**config.mk**
```make
export PLATFORM = sky130hd
export DESIGN_NAME = text_line_justifier_top
export DESIGN_NICKNAME = d
export VERILOG_FILES = /design/src/design/tlj_pkg.sv /design/src/design/tlj_ctrl.sv /design/src/design/tlj_dp.sv /design/src/design/text_line_justifier_top.sv
export SDC_FILE = /design/constraint.sdc
export NUM_CORES = 1
export LEC_CHECK = 0
export CAP_MARGIN = 20
export CORE_UTILIZATION = 39
export CTS_BUF_LIST = sky130_fd_sc_hd__clkbuf_8 sky130_fd_sc_hd__clkbuf_16
export CTS_CLUSTER_DIAMETER = 30
export CTS_CLUSTER_SIZE = 10
export DETAILED_ROUTE_END_ITERATION = 8
export DONT_BUFFER_PORTS = 1
export HOLD_SLACK_MARGIN = 0.06
export SLEW_MARGIN = 25
export SYNTH_ARGS = -nofsm -noshare
export SYNTH_HDL_FRONTEND = slang
export SYNTH_HIERARCHICAL = 1
export SYNTH_SLANG_ARGS = --single-unit
```
**constraint.sdc**
```tcl
create_clock -name clk -period 6.44 [get_ports clk]
set_input_delay 0.966 -clock clk [delete_from_list [all_inputs] [get_ports clk]]
set_output_delay 0.966 -clock clk [all_outputs]
set_load 0.05 [all_outputs]
```
**src/design/tlj_pkg.sv**
```systemverilog
// Shared constants and controller/datapath interface types for the justifier.
package tlj_pkg;

  localparam int LW = 6;             // line/word length and width register bits
  localparam int GW = 5;             // gap count bits
  localparam int CW = 8;             // character bits
  localparam int MAX_WIDTH_DEF = 60;
  localparam logic [LW-1:0] LINE_WIDTH_RST = 6'd60;
  localparam logic [LW-1:0] MIN_WIDTH = 6'd2;

  localparam logic [CW-1:0] CH_SPACE = 8'h20;
  localparam logic [CW-1:0] CH_NL    = 8'h0A;

  typedef struct packed {
    logic word_push;
    logic cp_start;
    logic cp_append;
    logic cp_step;
    logic div_start;
    logic em_start;
    logic rd_issue;
    logic ld_char;
    logic pad_ld;
    logic ld_space;
    logic ld_nl;
    logic nl_fa;
    logic line_clear;
  } tlj_cmd_t;

  typedef struct packed {
    logic is_sep;
    logic wl_zero;
    logic ll_zero;
    logic fits;
    logic div_done;
    logic em_end;
    logic rd_space;
    logic pad_zero;
    logic slot_free;
    logic cp_done;
  } tlj_sts_t;

endpackage

```
**src/design/tlj_ctrl.sv**
```systemverilog
// Sequencing state machine: word close, justified and final line emission.
module tlj_ctrl (
  input  logic              clk,
  input  logic              rst_n,
  input  logic              in_valid,
  input  logic              in_req_type,
  output logic              in_ready,
  input  tlj_pkg::tlj_sts_t sts,
  output tlj_pkg::tlj_cmd_t cmd
);

  localparam logic [2:0] S_IDLE  = 3'd0;
  localparam logic [2:0] S_CLOSE = 3'd1;
  localparam logic [2:0] S_DIV   = 3'd2;
  localparam logic [2:0] S_RD    = 3'd3;
  localparam logic [2:0] S_CH    = 3'd4;
  localparam logic [2:0] S_PAD   = 3'd5;
  localparam logic [2:0] S_NL    = 3'd6;
  localparam logic [2:0] S_COPY  = 3'd7;

  logic [2:0] state_r, state_nxt;
  logic       flush_r, flush_nxt;
  logic       just_r, just_nxt;

  assign in_ready = (state_r == S_IDLE);

  always_comb begin
    cmd       = '0;
    state_nxt = state_r;
    flush_nxt = flush_r;
    just_nxt  = just_r;
    case (state_r)
      S_IDLE: begin
        if (in_valid) begin
          if (!in_req_type && !sts.is_sep) begin
            cmd.word_push = 1'b1;
          end else begin
            flush_nxt = in_req_type;
            state_nxt = S_CLOSE;
          end
        end
      end
      S_CLOSE: begin
        if (sts.wl_zero) begin
          if (flush_r) begin
            just_nxt     = 1'b0;
            cmd.em_start = 1'b1;
            state_nxt    = S_RD;
          end else begin
            state_nxt = S_IDLE;
          end
        end else if (sts.ll_zero || sts.fits) begin
          cmd.cp_start  = 1'b1;
          cmd.cp_append = !sts.ll_zero;
          just_nxt      = 1'b0;
          state_nxt     = S_COPY;
        end else begin
          // word does not fit: justify the held line first
          just_nxt      = 1'b1;
          cmd.div_start = 1'b1;
          cmd.em_start  = 1'b1;
          state_nxt     = S_DIV;
        end
      end
      S_DIV: begin
        if (sts.div_done) begin
          state_nxt = S_RD;
        end
      end
      S_RD: begin
        if (sts.em_end) begin
          state_nxt = S_NL;
        end else begin
          cmd.rd_issue = 1'b1;
          state_nxt    = S_CH;
        end
      end
      S_CH: begin
        if (sts.slot_free) begin
          cmd.ld_char = 1'b1;
          if (just_r && sts.rd_space) begin
            cmd.pad_ld = 1'b1;
            state_nxt  = S_PAD;
          end else begin
            state_nxt = S_RD;
          end
        end
      end
      S_PAD: begin
        if (sts.pad_zero) begin
          state_nxt = S_RD;
        end else if (sts.slot_free) begin
          cmd.ld_space = 1'b1;
        end
      end
      S_NL: begin
        if (sts.slot_free) begin
          cmd.ld_nl = 1'b1;
          cmd.nl_fa = flush_r && just_r;
          if (just_r) begin
            cmd.cp_start = 1'b1;
            state_nxt    = S_COPY;
          end else begin
            cmd.line_clear = 1'b1;
            state_nxt      = S_IDLE;
          end
        end
      end
      S_COPY: begin
        cmd.cp_step = 1'b1;
        if (sts.cp_done) begin
          if (flush_r && !just_r) begin
            cmd.em_start = 1'b1;
            state_nxt    = S_RD;
          end else begin
            state_nxt = S_IDLE;
          end
        end
      end
      default: begin
        state_nxt = S_IDLE;
      end
    endcase
  end

  always_ff @(posedge clk) begin
    if (!rst_n) begin
      state_r <= S_IDLE;
      flush_r <= 1'b0;
      just_r  <= 1'b0;
    end else begin
      state_r <= state_nxt;
      flush_r <= flush_nxt;
      just_r  <= just_nxt;
    end
  end

endmodule

```
**src/design/tlj_dp.sv**
```systemverilog
// Datapath: word and line stores, counters, gap divider and output register.
module tlj_dp #(
  parameter int MAX_WIDTH = tlj_pkg::MAX_WIDTH_DEF
) (
  input  logic                      clk,
  input  logic                      rst_n,
  input  logic [tlj_pkg::CW-1:0]    in_char,
  input  logic                      cfg_wr_en,
  input  logic [tlj_pkg::LW-1:0]    cfg_line_width,
  input  logic                      out_ready,
  output logic                      out_valid,
  output logic [tlj_pkg::CW-1:0]    out_char,
  output logic                      out_last_of_run,
  output logic                      out_flush_again,
  input  tlj_pkg::tlj_cmd_t         cmd,
  output tlj_pkg::tlj_sts_t         sts
);

  localparam int LW = tlj_pkg::LW;
  localparam int GW = tlj_pkg::GW;
  localparam int CW = tlj_pkg::CW;
  localparam int AW = $clog2(MAX_WIDTH);
  localparam int DCW = $clog2(LW + 1);
  localparam logic [LW-1:0] MAXW = LW'(MAX_WIDTH);

  logic [CW-1:0] word_mem [MAX_WIDTH];
  logic [CW-1:0] line_mem [MAX_WIDTH];

  logic [LW-1:0]  lw_r;
  logic [LW-1:0]  wl_r, ll_r;
  logic [GW-1:0]  gap_r;
  logic [LW-1:0]  cp_cnt_r, cp_len_r, cp_dst_r;
  logic           cp_pend_r;
  logic [CW-1:0]  wrd_r, lrd_r;
  logic [LW-1:0]  em_idx_r;
  logic [GW-1:0]  g_r;
  logic [LW:0]    pad_r;
  logic [LW-1:0]  dq_r, dr_r;
  logic [DCW-1:0] dcnt_r;
  logic           out_valid_r, out_last_r, out_fa_r;
  logic [CW-1:0]  out_char_r;

  logic [LW-1:0] ew, spare, trial;
  logic          slot_free, cp_more, extra;
  logic          lwe;
  logic [AW-1:0] lwa;
  logic [CW-1:0] lwd;

  always_comb begin
    if (lw_r < tlj_pkg::MIN_WIDTH) begin
      ew = tlj_pkg::MIN_WIDTH;
    end else if (lw_r > MAXW) begin
      ew = MAXW;
    end else begin
      ew = lw_r;
    end
  end

  assign spare     = (ew > ll_r) ? (ew - ll_r) : '0;
  assign slot_free = !out_valid_r || out_ready;
  assign cp_more   = (cp_cnt_r < cp_len_r);
  // remainder goes to the rightmost gaps
  assign extra     = (g_r >= (gap_r - dr_r[GW-1:0]));
  assign trial     = {dr_r[LW-2:0], dq_r[LW-1]};

  assign sts.is_sep    = (in_char == tlj_pkg::CH_SPACE) || (in_char == tlj_pkg::CH_NL);
  assign sts.wl_zero   = (wl_r == '0);
  assign sts.ll_zero   = (ll_r == '0);
  assign sts.fits      = ({1'b0, ll_r} + {1'b0, wl_r} + 7'd1) <= {1'b0, ew};
  assign sts.div_done  = (dcnt_r == '0);
  assign sts.em_end    = (em_idx_r == ll_r);
  assign sts.rd_space  = (lrd_r == tlj_pkg::CH_SPACE);
  assign sts.pad_zero  = (pad_r == '0);
  assign sts.slot_free = slot_free;
  assign sts.cp_done   = !cp_more && !cp_pend_r;

  // line store write port: separator space or copied word character
  always_comb begin
    lwe = 1'b0;
    lwa = '0;
    lwd = tlj_pkg::CH_SPACE;
    if (cmd.cp_start && cmd.cp_append) begin
      lwe = 1'b1;
      lwa = ll_r[AW-1:0];
    end else if (cp_pend_r) begin
      lwe = 1'b1;
      lwa = cp_dst_r[AW-1:0];
      lwd = wrd_r;
    end
  end

  always_ff @(posedge clk) begin
    if (cmd.word_push && (wl_r < ew)) begin
      word_mem[wl_r[AW-1:0]] <= in_char;
    end
    if (cmd.cp_step && cp_more) begin
      wrd_r <= word_mem[cp_cnt_r[AW-1:0]];
    end
  end

  always_ff @(posedge clk) begin
    if (lwe) begin
      line_mem[lwa] <= lwd;
    end
    if (cmd.rd_issue) begin
      lrd_r <= line_mem[em_idx_r[AW-1:0]];
    end
  end

  always_ff @(posedge clk) begin
    if (!rst_n) begin
      lw_r        <= tlj_pkg::LINE_WIDTH_RST;
      wl_r        <= '0;
      ll_r        <= '0;
      gap_r       <= '0;
      cp_pend_r   <= 1'b0;
      dcnt_r      <= '0;
      out_valid_r <= 1'b0;
    end else begin
      if (cfg_wr_en) begin
        lw_r <= cfg_line_width;
      end
      if (cmd.word_push && (wl_r < ew)) begin
        wl_r <= wl_r + 1'b1;
      end
      if (cmd.cp_start) begin
        wl_r <= '0;
        if (cmd.cp_append) begin
          ll_r  <= ll_r + wl_r + 1'b1;
          gap_r <= gap_r + 1'b1;
        end else begin
          ll_r  <= wl_r;
          gap_r <= '0;
        end
      end else if (cmd.line_clear) begin
        ll_r  <= '0;
        gap_r <= '0;
      end
      cp_pend_r <= cmd.cp_step && cp_more;
      if (cmd.div_start) begin
        dcnt_r <= DCW'(LW);
      end else if (dcnt_r != '0) begin
        dcnt_r <= dcnt_r - 1'b1;
      end
      if (cmd.ld_char || cmd.ld_space || cmd.ld_nl) begin
        out_valid_r <= 1'b1;
      end else if (out_ready) begin
        out_valid_r <= 1'b0;
      end
    end
  end

  always_ff @(posedge clk) begin
    if (cmd.cp_start) begin
      cp_cnt_r <= '0;
      cp_len_r <= wl_r;
      cp_dst_r <= cmd.cp_append ? (ll_r + 1'b1) : '0;
    end else begin
      if (cmd.cp_step && cp_more) begin
        cp_cnt_r <= cp_cnt_r + 1'b1;
      end
      if (cp_pend_r) begin
        cp_dst_r <= cp_dst_r + 1'b1;
      end
    end
    // restoring divide of spare by gap count, one quotient bit a cycle
    if (cmd.div_start) begin
      dq_r <= spare;
      dr_r <= '0;
    end else if (dcnt_r != '0) begin
      if (trial >= {1'b0, gap_r}) begin
        dr_r <= trial - {1'b0, gap_r};
        dq_r <= {dq_r[LW-2:0], 1'b1};
      end else begin
        dr_r <= trial;
        dq_r <= {dq_r[LW-2:0], 1'b0};
      end
    end
    if (cmd.em_start) begin
      em_idx_r <= '0;
      g_r      <= '0;
    end else begin
      if (cmd.rd_issue) begin
        em_idx_r <= em_idx_r + 1'b1;
      end
      if (cmd.pad_ld) begin
        g_r <= g_r + 1'b1;
      end
    end
    if (cmd.pad_ld) begin
      pad_r <= {1'b0, dq_r} + {{LW{1'b0}}, extra};
    end else if (cmd.ld_space) begin
      pad_r <= pad_r - 1'b1;
    end
    if (cmd.ld_char) begin
      out_char_r <= lrd_r;
      out_last_r <= 1'b0;
      out_fa_r   <= 1'b0;
    end else if (cmd.ld_space) begin
      out_char_r <= tlj_pkg::CH_SPACE;
      out_last_r <= 1'b0;
      out_fa_r   <= 1'b0;
    end else if (cmd.ld_nl) begin
      out_char_r <= tlj_pkg::CH_NL;
      out_last_r <= 1'b1;
      out_fa_r   <= cmd.nl_fa;
    end
  end

  assign out_valid       = out_valid_r;
  assign out_char        = out_char_r;
  assign out_last_of_run = out_last_r;
  assign out_flush_again = out_fa_r;

endmodule

```
**src/design/text_line_justifier_top.sv**
```systemverilog
// Top level of the greedy full-justification block.
// Input channel (in_valid/in_ready): one beat per text byte (in_req_type 0)
// or a flush (in_req_type 1). Output channel (out_valid/out_ready): one beat
// per emitted byte; out_last_of_run marks the final byte of an input beat and
// out_flush_again asks the host for one more flush.
// cfg_line_width is written with cfg_wr_en only while the block is idle;
// this binds the user, as the block itself does not enforce it.
// A word character is stored in the word store. A separator or flush closes
// the word and copies a pending word onto the line, after a separator space
// when the line is not empty.
// A justified line first divides the spare width by the gap count (one
// quotient bit a cycle), then emits each line character, the padding spaces
// after each gap, and the newline; each line character is read from the
// single read port of the line store before it is loaded into the output
// register. A final line is emitted the same way without division or padding.
// Reset clears lengths, gap count and the output valid flag; width returns to
// 60. Store contents are not cleared and need no clearing pass.
// A stalled receiver holds the output register; the sequencer waits and no
// new beat is accepted until the current one has finished.
module text_line_justifier_top #(
  parameter int MAX_WIDTH = tlj_pkg::MAX_WIDTH_DEF
) (
  input  logic                   clk,
  input  logic                   rst_n,
  input  logic                   in_valid,
  output logic                   in_ready,
  input  logic                   in_req_type,
  input  logic [tlj_pkg::CW-1:0] in_char,
  output logic                   out_valid,
  input  logic                   out_ready,
  output logic [tlj_pkg::CW-1:0] out_char,
  output logic                   out_last_of_run,
  output logic                   out_flush_again,
  input  logic                   cfg_wr_en,
  input  logic [tlj_pkg::LW-1:0] cfg_line_width
);

  tlj_pkg::tlj_cmd_t cmd;
  tlj_pkg::tlj_sts_t sts;

  tlj_ctrl u_ctrl (
    .clk         (clk),
    .rst_n       (rst_n),
    .in_valid    (in_valid),
    .in_req_type (in_req_type),
    .in_ready    (in_ready),
    .sts         (sts),
    .cmd         (cmd)
  );

  tlj_dp #(
    .MAX_WIDTH (MAX_WIDTH)
  ) u_dp (
    .clk             (clk),
    .rst_n           (rst_n),
    .in_char         (in_char),
    .cfg_wr_en       (cfg_wr_en),
    .cfg_line_width  (cfg_line_width),
    .out_ready       (out_ready),
    .out_valid       (out_valid),
    .out_char        (out_char),
    .out_last_of_run (out_last_of_run),
    .out_flush_again (out_flush_again),
    .cmd             (cmd),
    .sts             (sts)
  );

endmodule

```
# Word level (Yosys, flattened, before mapping)

Memory sizes are Yosys's and may differ from the RTL's. A register that Yosys moved wholly into a read port is not among the register bits.
Index checks and enable logic that the tools add are counted.

Add/subtract/negate cells: 17
Magnitude comparators: 8
Equality and inequality tests: 19
Muxes and demuxes: 82
Bitwise logic cells: 2
Reductions and logical operators: 38

Operators by type and width:

| kind                | count |
|---|---|
| $mux 6              | 13 |
| $mux 3              | 15 |
| $mux 8              | 5 |
| $add 6x1->6 const B | 6 |
| $mux 1              | 32 |
| $pmux 3 s8          | 1 |
| $mux 5              | 4 |
| $eq 8x6->1 const B  | 2 |
| $mux 2              | 8 |
| $mux 7              | 2 |
| $eq 3x3->1 const B  | 4 |
| $logic_not 6->1     | 2 |
| $lt 6x6->1          | 2 |
| $add 5x1->5 const B | 2 |
| $ne 2x2->1 const B  | 5 |
| $reduce_bool 2->1   | 5 |
| $sub 5x5->5         | 2 |
| $eq 8x4->1 const B  | 1 |
| $logic_and 1x1->1   | 8 |
| $add 6x1->7         | 1 |
| $add 6x6->7         | 1 |
| $add 7x1->7 const B | 1 |
| $le 7x6->1          | 1 |
| $logic_not 1->1     | 7 |
| 23 further kinds    | 36 |

Register bits after elaboration: 90
Bits in writable memories: 960
Output and inout bits: 12
Logic and storage cells: 190
Memories: 2

Memories:

| name          | words | bits a word | rd ports | clocked after Yosys merged registers in | wr ports | line         | text |
|---|---|---|---|---|---|---|---|
| u_dp.line_mem | 60    | 8           | 1        | 1                                       | 1        | tlj_dp.sv:27 | `logic [CW-1:0] line_mem [MAX_WIDTH];` |
| u_dp.word_mem | 60    | 8           | 1        | 1                                       | 1        | tlj_dp.sv:26 | `logic [CW-1:0] word_mem [MAX_WIDTH];` |

# Longest topological paths before layout

Depth in word-level cells: 12
Gate-level depth with buffers: 22
Depth with buffers taken out: 20

# Modules after synthesis

Netlist, hierarchy kept.

Modules (own cells, without submodules):

| module   | times used | cells an instance | area an instance (sq um) | seq. area each (sq um) |
|---|---|---|---|---|
| tlj_dp   | 1          | 2402              | 43264.0                  | 31340.1 |
| tlj_ctrl | 1          | 71                | 515.5                    | 100.1 |

# Least setup slack after synthesis

Ideal clock, no wire load.

Path type: register to register
Start: register u_dp.wl_r[1]
End: memory u_dp.line_mem[0][0], enable pin
Data arrival time: 5.105 ns
Setup slack: 0.964 ns
Cell stages (with the launch flop): 20
Buffers on the path: 1
Cell sequence: dfxtp_1 > ha_1 > nor2b_1 > o21a_1 > o21ai_0 > mux2_2 > or2_2 > ha_1 > o22ai_1 > a21oi_1 > a211oi_1 > o21bai_1 > o21ai_1 > nand2_1 > clkbuf_1 > and3_1 > a21oi_1 > and2_1 > o211ai_1 > nor2_1

RTL lines:

| element                | line          | text |
|---|---|---|
| start, declared        | tlj_dp.sv:30  | `logic [LW-1:0] wl_r, ll_r;` |
| start signal, assigned | tlj_dp.sv:124 | `wl_r <= wl_r + 1'b1;` |
| end, declared          | tlj_dp.sv:27  |  |

==> metrics.yaml <==
clocking:
  clkTransAtPathRegs_ns: 0.05
  htree_levels: 4
  cts_tree: "yes"
  root_buffer: "clkbuf_16"
  cts_hold_buf: 0
  clk_latency_ns: 0.78
  clock_sinks: 1066
  numCtsBuffers: 190
  post_cts_resized: 0
  cts_setup_buffers: 0
  cts_buffer_depth: 3
timing:
  fin_crit_sh_pct: 93.6
  finalSetupTns_ns: 0
  min_period_ns: 6.03
  tightest_slew_ns: 1.10
  hold_viol_final: 0
  slew_viol_final: 0
  max_freq_mhz: 166
  fin_skew_ns: 0.0439
  rsz0062_at_grt: "false"
  setup_violations: 0
  relSlewSlack_pct: 26.4
global_route:
  grt_pass1_vias: 24385
  gr-total-overflow: 0
  antenna_found_initial: 0
  grt_start_max_net_pins: 68
  grtUsageTotal_pct: 18.8
  grt_pass1_wl_um: 158000
finish:
  finalNetCount: 2673
  diodes: 0
  drive_gt1_share_pct: 23.0
  area_growth_syn_to_layout_pct: 18.5
  stdcell_count: 4235
  layout_common_cells: "edfxtp_1, mux4_2, nor2_1"
  final_common_cell: "edfxtp_1"
critical_path:
  critPathArrivalTime_ns: 6.42
  critPathLaunchType: "flip-flop"
  cp-startpoint: "u_dp/wl_r[1]$_SDFFE_PP0P_"
  crit_type: "reg -> reg"
  r2r_start: "u_dp/wl_r[1]$_SDFFE_PP0P_"
  crit_required_ns: 6.83
  cpMaxStageDelayCell: "nor2_1"
  cp_max_fo: 13
  end_kind: "flip-flop"
  crit_family: "simple AND/OR/NAND/NOR gates"
  max_stage_delay_ns: 0.80
  critPathBufInv: 2
  crit_chain: "ha_1, nor2b_1, o21a_1, o21ai_0, mux2_2, or2_2, ha_1, o22ai_1, a21oi_1, a211oi_1, buf_4, o21bai_1, o21ai_2, nand2_1, buf_4, and3_1, a21oi_1, and2_1, nand2_1, nor2_1"
synth:
  synth_ff_type: "edfxtp_1"
  async_reset_ff_share_pct: 0
  synthSimpleGateAreaFrac_pct: 5.43
  ys_types: 79
  synth_area_per_cell_um2: 17.7
  synth_compound_area_share_pct: 4.68
  synth.area.mux_share_pct: 13.2
  syn_inst: 2473
  synth_edf_count: 1009
  seq_area_frac_synth_pct: 71.8
  syn_area_um2: 43800
  synth-xor-area-share_pct: 1.02
  synth_top_family_by_area: "multiplexers"
  syn-num-nets: 2554
  yosysWarnings: 6
  synth_adder_area_share_pct: 1.81
  ys_seq_elements: 1066
status:
  status: "finished clean"
floorplan:
  io_pins: 32
  coreArea_um2: 111000
  row_count: 122
  start_util_pct: 39.5
  die-height_um: 337
  die_x_um: 337
  die-area_um2: 114000
place:
  placed_cells: 3888
  place_congestion: 0.857
  hpwl_um: 65000
  port_buffers: 0
detailed_routing:
  vias_per_cell: 5.54
  final_antenna_net_count: 0
  totalWireLength_um: 105000
  vias: 23477
  dr.first_iter.drc_count: 2342
  firstDrtPassIters: 5
  drc_errors: 0
  wl_per_cell_um: 24.9
power_and_ir_drop:
  p_total_mw: 19.4
  irDropWorstVdd_mv: 0.267
  power_leakage_nw: 16.2
  p_per_area_nw_per_um2: 374
hold_path:
  min_from: "in_char[5]"
  hold_path_class: "in -> reg"
flow_run:
  max-cap-violations: 0
-- per-layer routing --
| metal | vias up | wire length (um) | global-route usage (%) |
|---|---|---|---|
| li1 | 10199 | - | - |
| met4 | 0 | 2610 | 6.21 |
| met3 | 179 | 8230 | 4.75 |
| met5 | - | 0 | 0 |
| met2 | 970 | 51400 | 30.3 |
| met1 | 12129 | 43100 | 24.9 |
-- synth_stat cells, drive strengths merged, types with 5 or more instances --
cell type  number  area share [%]
o211ai         10            0.17
nor2          204             1.7
a221oi         10            0.24
dfxtp          57             2.6
or3            15            0.21
a22o            7            0.14
o21a            8            0.14
xnor2          30            0.60
a21oi          69            0.79
a211oi         11            0.19
mux2           19            0.49
nand3          27            0.31
o22ai          40            0.57
edfxtp       1009              69
nand2b         20            0.29
buf            70             1.0
and2           17            0.25
inv            61            0.52
o21ai          40            0.46
nand2          95            0.81
a22oi          21            0.36
a21o           11            0.19
nor4            6            0.12
ha             57             1.6
xor2           21            0.42
nand3b          6            0.10
nor3b           5           0.086
mux4          214              11
nor2b          25            0.36
a2111oi        12            0.24
mux2i          75             1.7
a211o           5            0.10
clkbuf         58            0.50
nor3           32            0.38
nand4          11            0.19
and3           13            0.19
o221ai         20            0.40
or2            10            0.14
-- worst reg2reg max path, cell delays in order, from the launching register on --
cell and delay (ns):
dfxtp_1 0.59, ha_1 0.31, nor2b_1 0.12, o21a_1 0.18, o21ai_0 0.17, mux2_2 0.36
or2_2 0.30, ha_1 0.31, o22ai_1 0.19, a21oi_1 0.07, a211oi_1 0.25, buf_4 0.19
o21bai_1 0.13, o21ai_2 0.20, nand2_1 0.13, buf_4 0.21, and3_1 0.19, a21oi_1 0.23
and2_1 0.21, nand2_1 0.52, nor2_1 0.81
-- state kept, by name, indices dropped and copies added, names as in the netlist, 3 cells and up --
signal          flops
u_ctrl/state_r      3
u_dp/cp_cnt_r       6
u_dp/cp_dst_r       6
u_dp/cp_len_r       6
u_dp/dcnt_r         3
u_dp/dq_r           6
u_dp/dr_r           5
u_dp/em_idx_r       6
u_dp/g_r            5
u_dp/gap_r          5
u_dp/line_mem     480
u_dp/ll_r           6
u_dp/lrd_r          8
u_dp/lw_r           6
u_dp/out_char       8
u_dp/pad_r          7
u_dp/wl_r           6
u_dp/word_mem     480
u_dp/wrd_r          8
-- cell type report --
cell class              count  area [um^2]
fillers                  9237        59100
flip-flops and latches   1066        31500
multi-input cells        1218        11500
clock buffers             193         4800
well taps                1488         1860
clock inverters           154         1570
repair buffers             55          435
inverters                  61          229
-- cells by family (layout without fill, tap and decap cells) --
group / after synthesis / after routing
muxes: 308 / 308
DFF: 1066 / 1066
AOI/OAI and AO/OA: 300 / 300
adders and majority gates: 61 / 61
xor gates and xnor gates: 51 / 51
and+or+nand+nor: 498 / 498
buffers and inverters: 189 / 463
-- through the flow --
step | area [um^2] | hold slack [ns] | setup slack, ns | util (%)
after global routing | 51900 | 0.246 | 0.0583 | 46.7
final | 51900 | 0.288 | 0.409 | 46.7
after floorplan | 43800 | 0.438 | 0.964 | -
after CTS | 51800 | 0.242 | 0.445 | 46.7
after detailed placement | 45500 | 0.489 | 0.502 | 41.0
after global placement | 45500 | 0.470 | 0.563 | 41.0
-- power breakdown --
group          internal, mW  switching (mW)  leakage, nW
clock network          6.16            3.52         3.11
registers              7.67           0.189         9.23
logic                 0.876           0.994         3.84
-- final timing paths --
check / slack [ns] / cells after the start / endpoint
setup / recovery: 0.41 / 20 / u_dp/line_mem[44][3]$_DFFE_PP_
hold / removal: 0.29 / 0 / u_dp/word_mem[44][5]$_DFFE_PP_
setup reg to reg: 0.41 / 20 / u_dp/line_mem[44][3]$_DFFE_PP_
hold reg to reg: 0.50 / 2 / u_dp/dr_r[4]$_SDFFE_PP0N_
No activity file was read; power rests on OpenSTA's default activity.
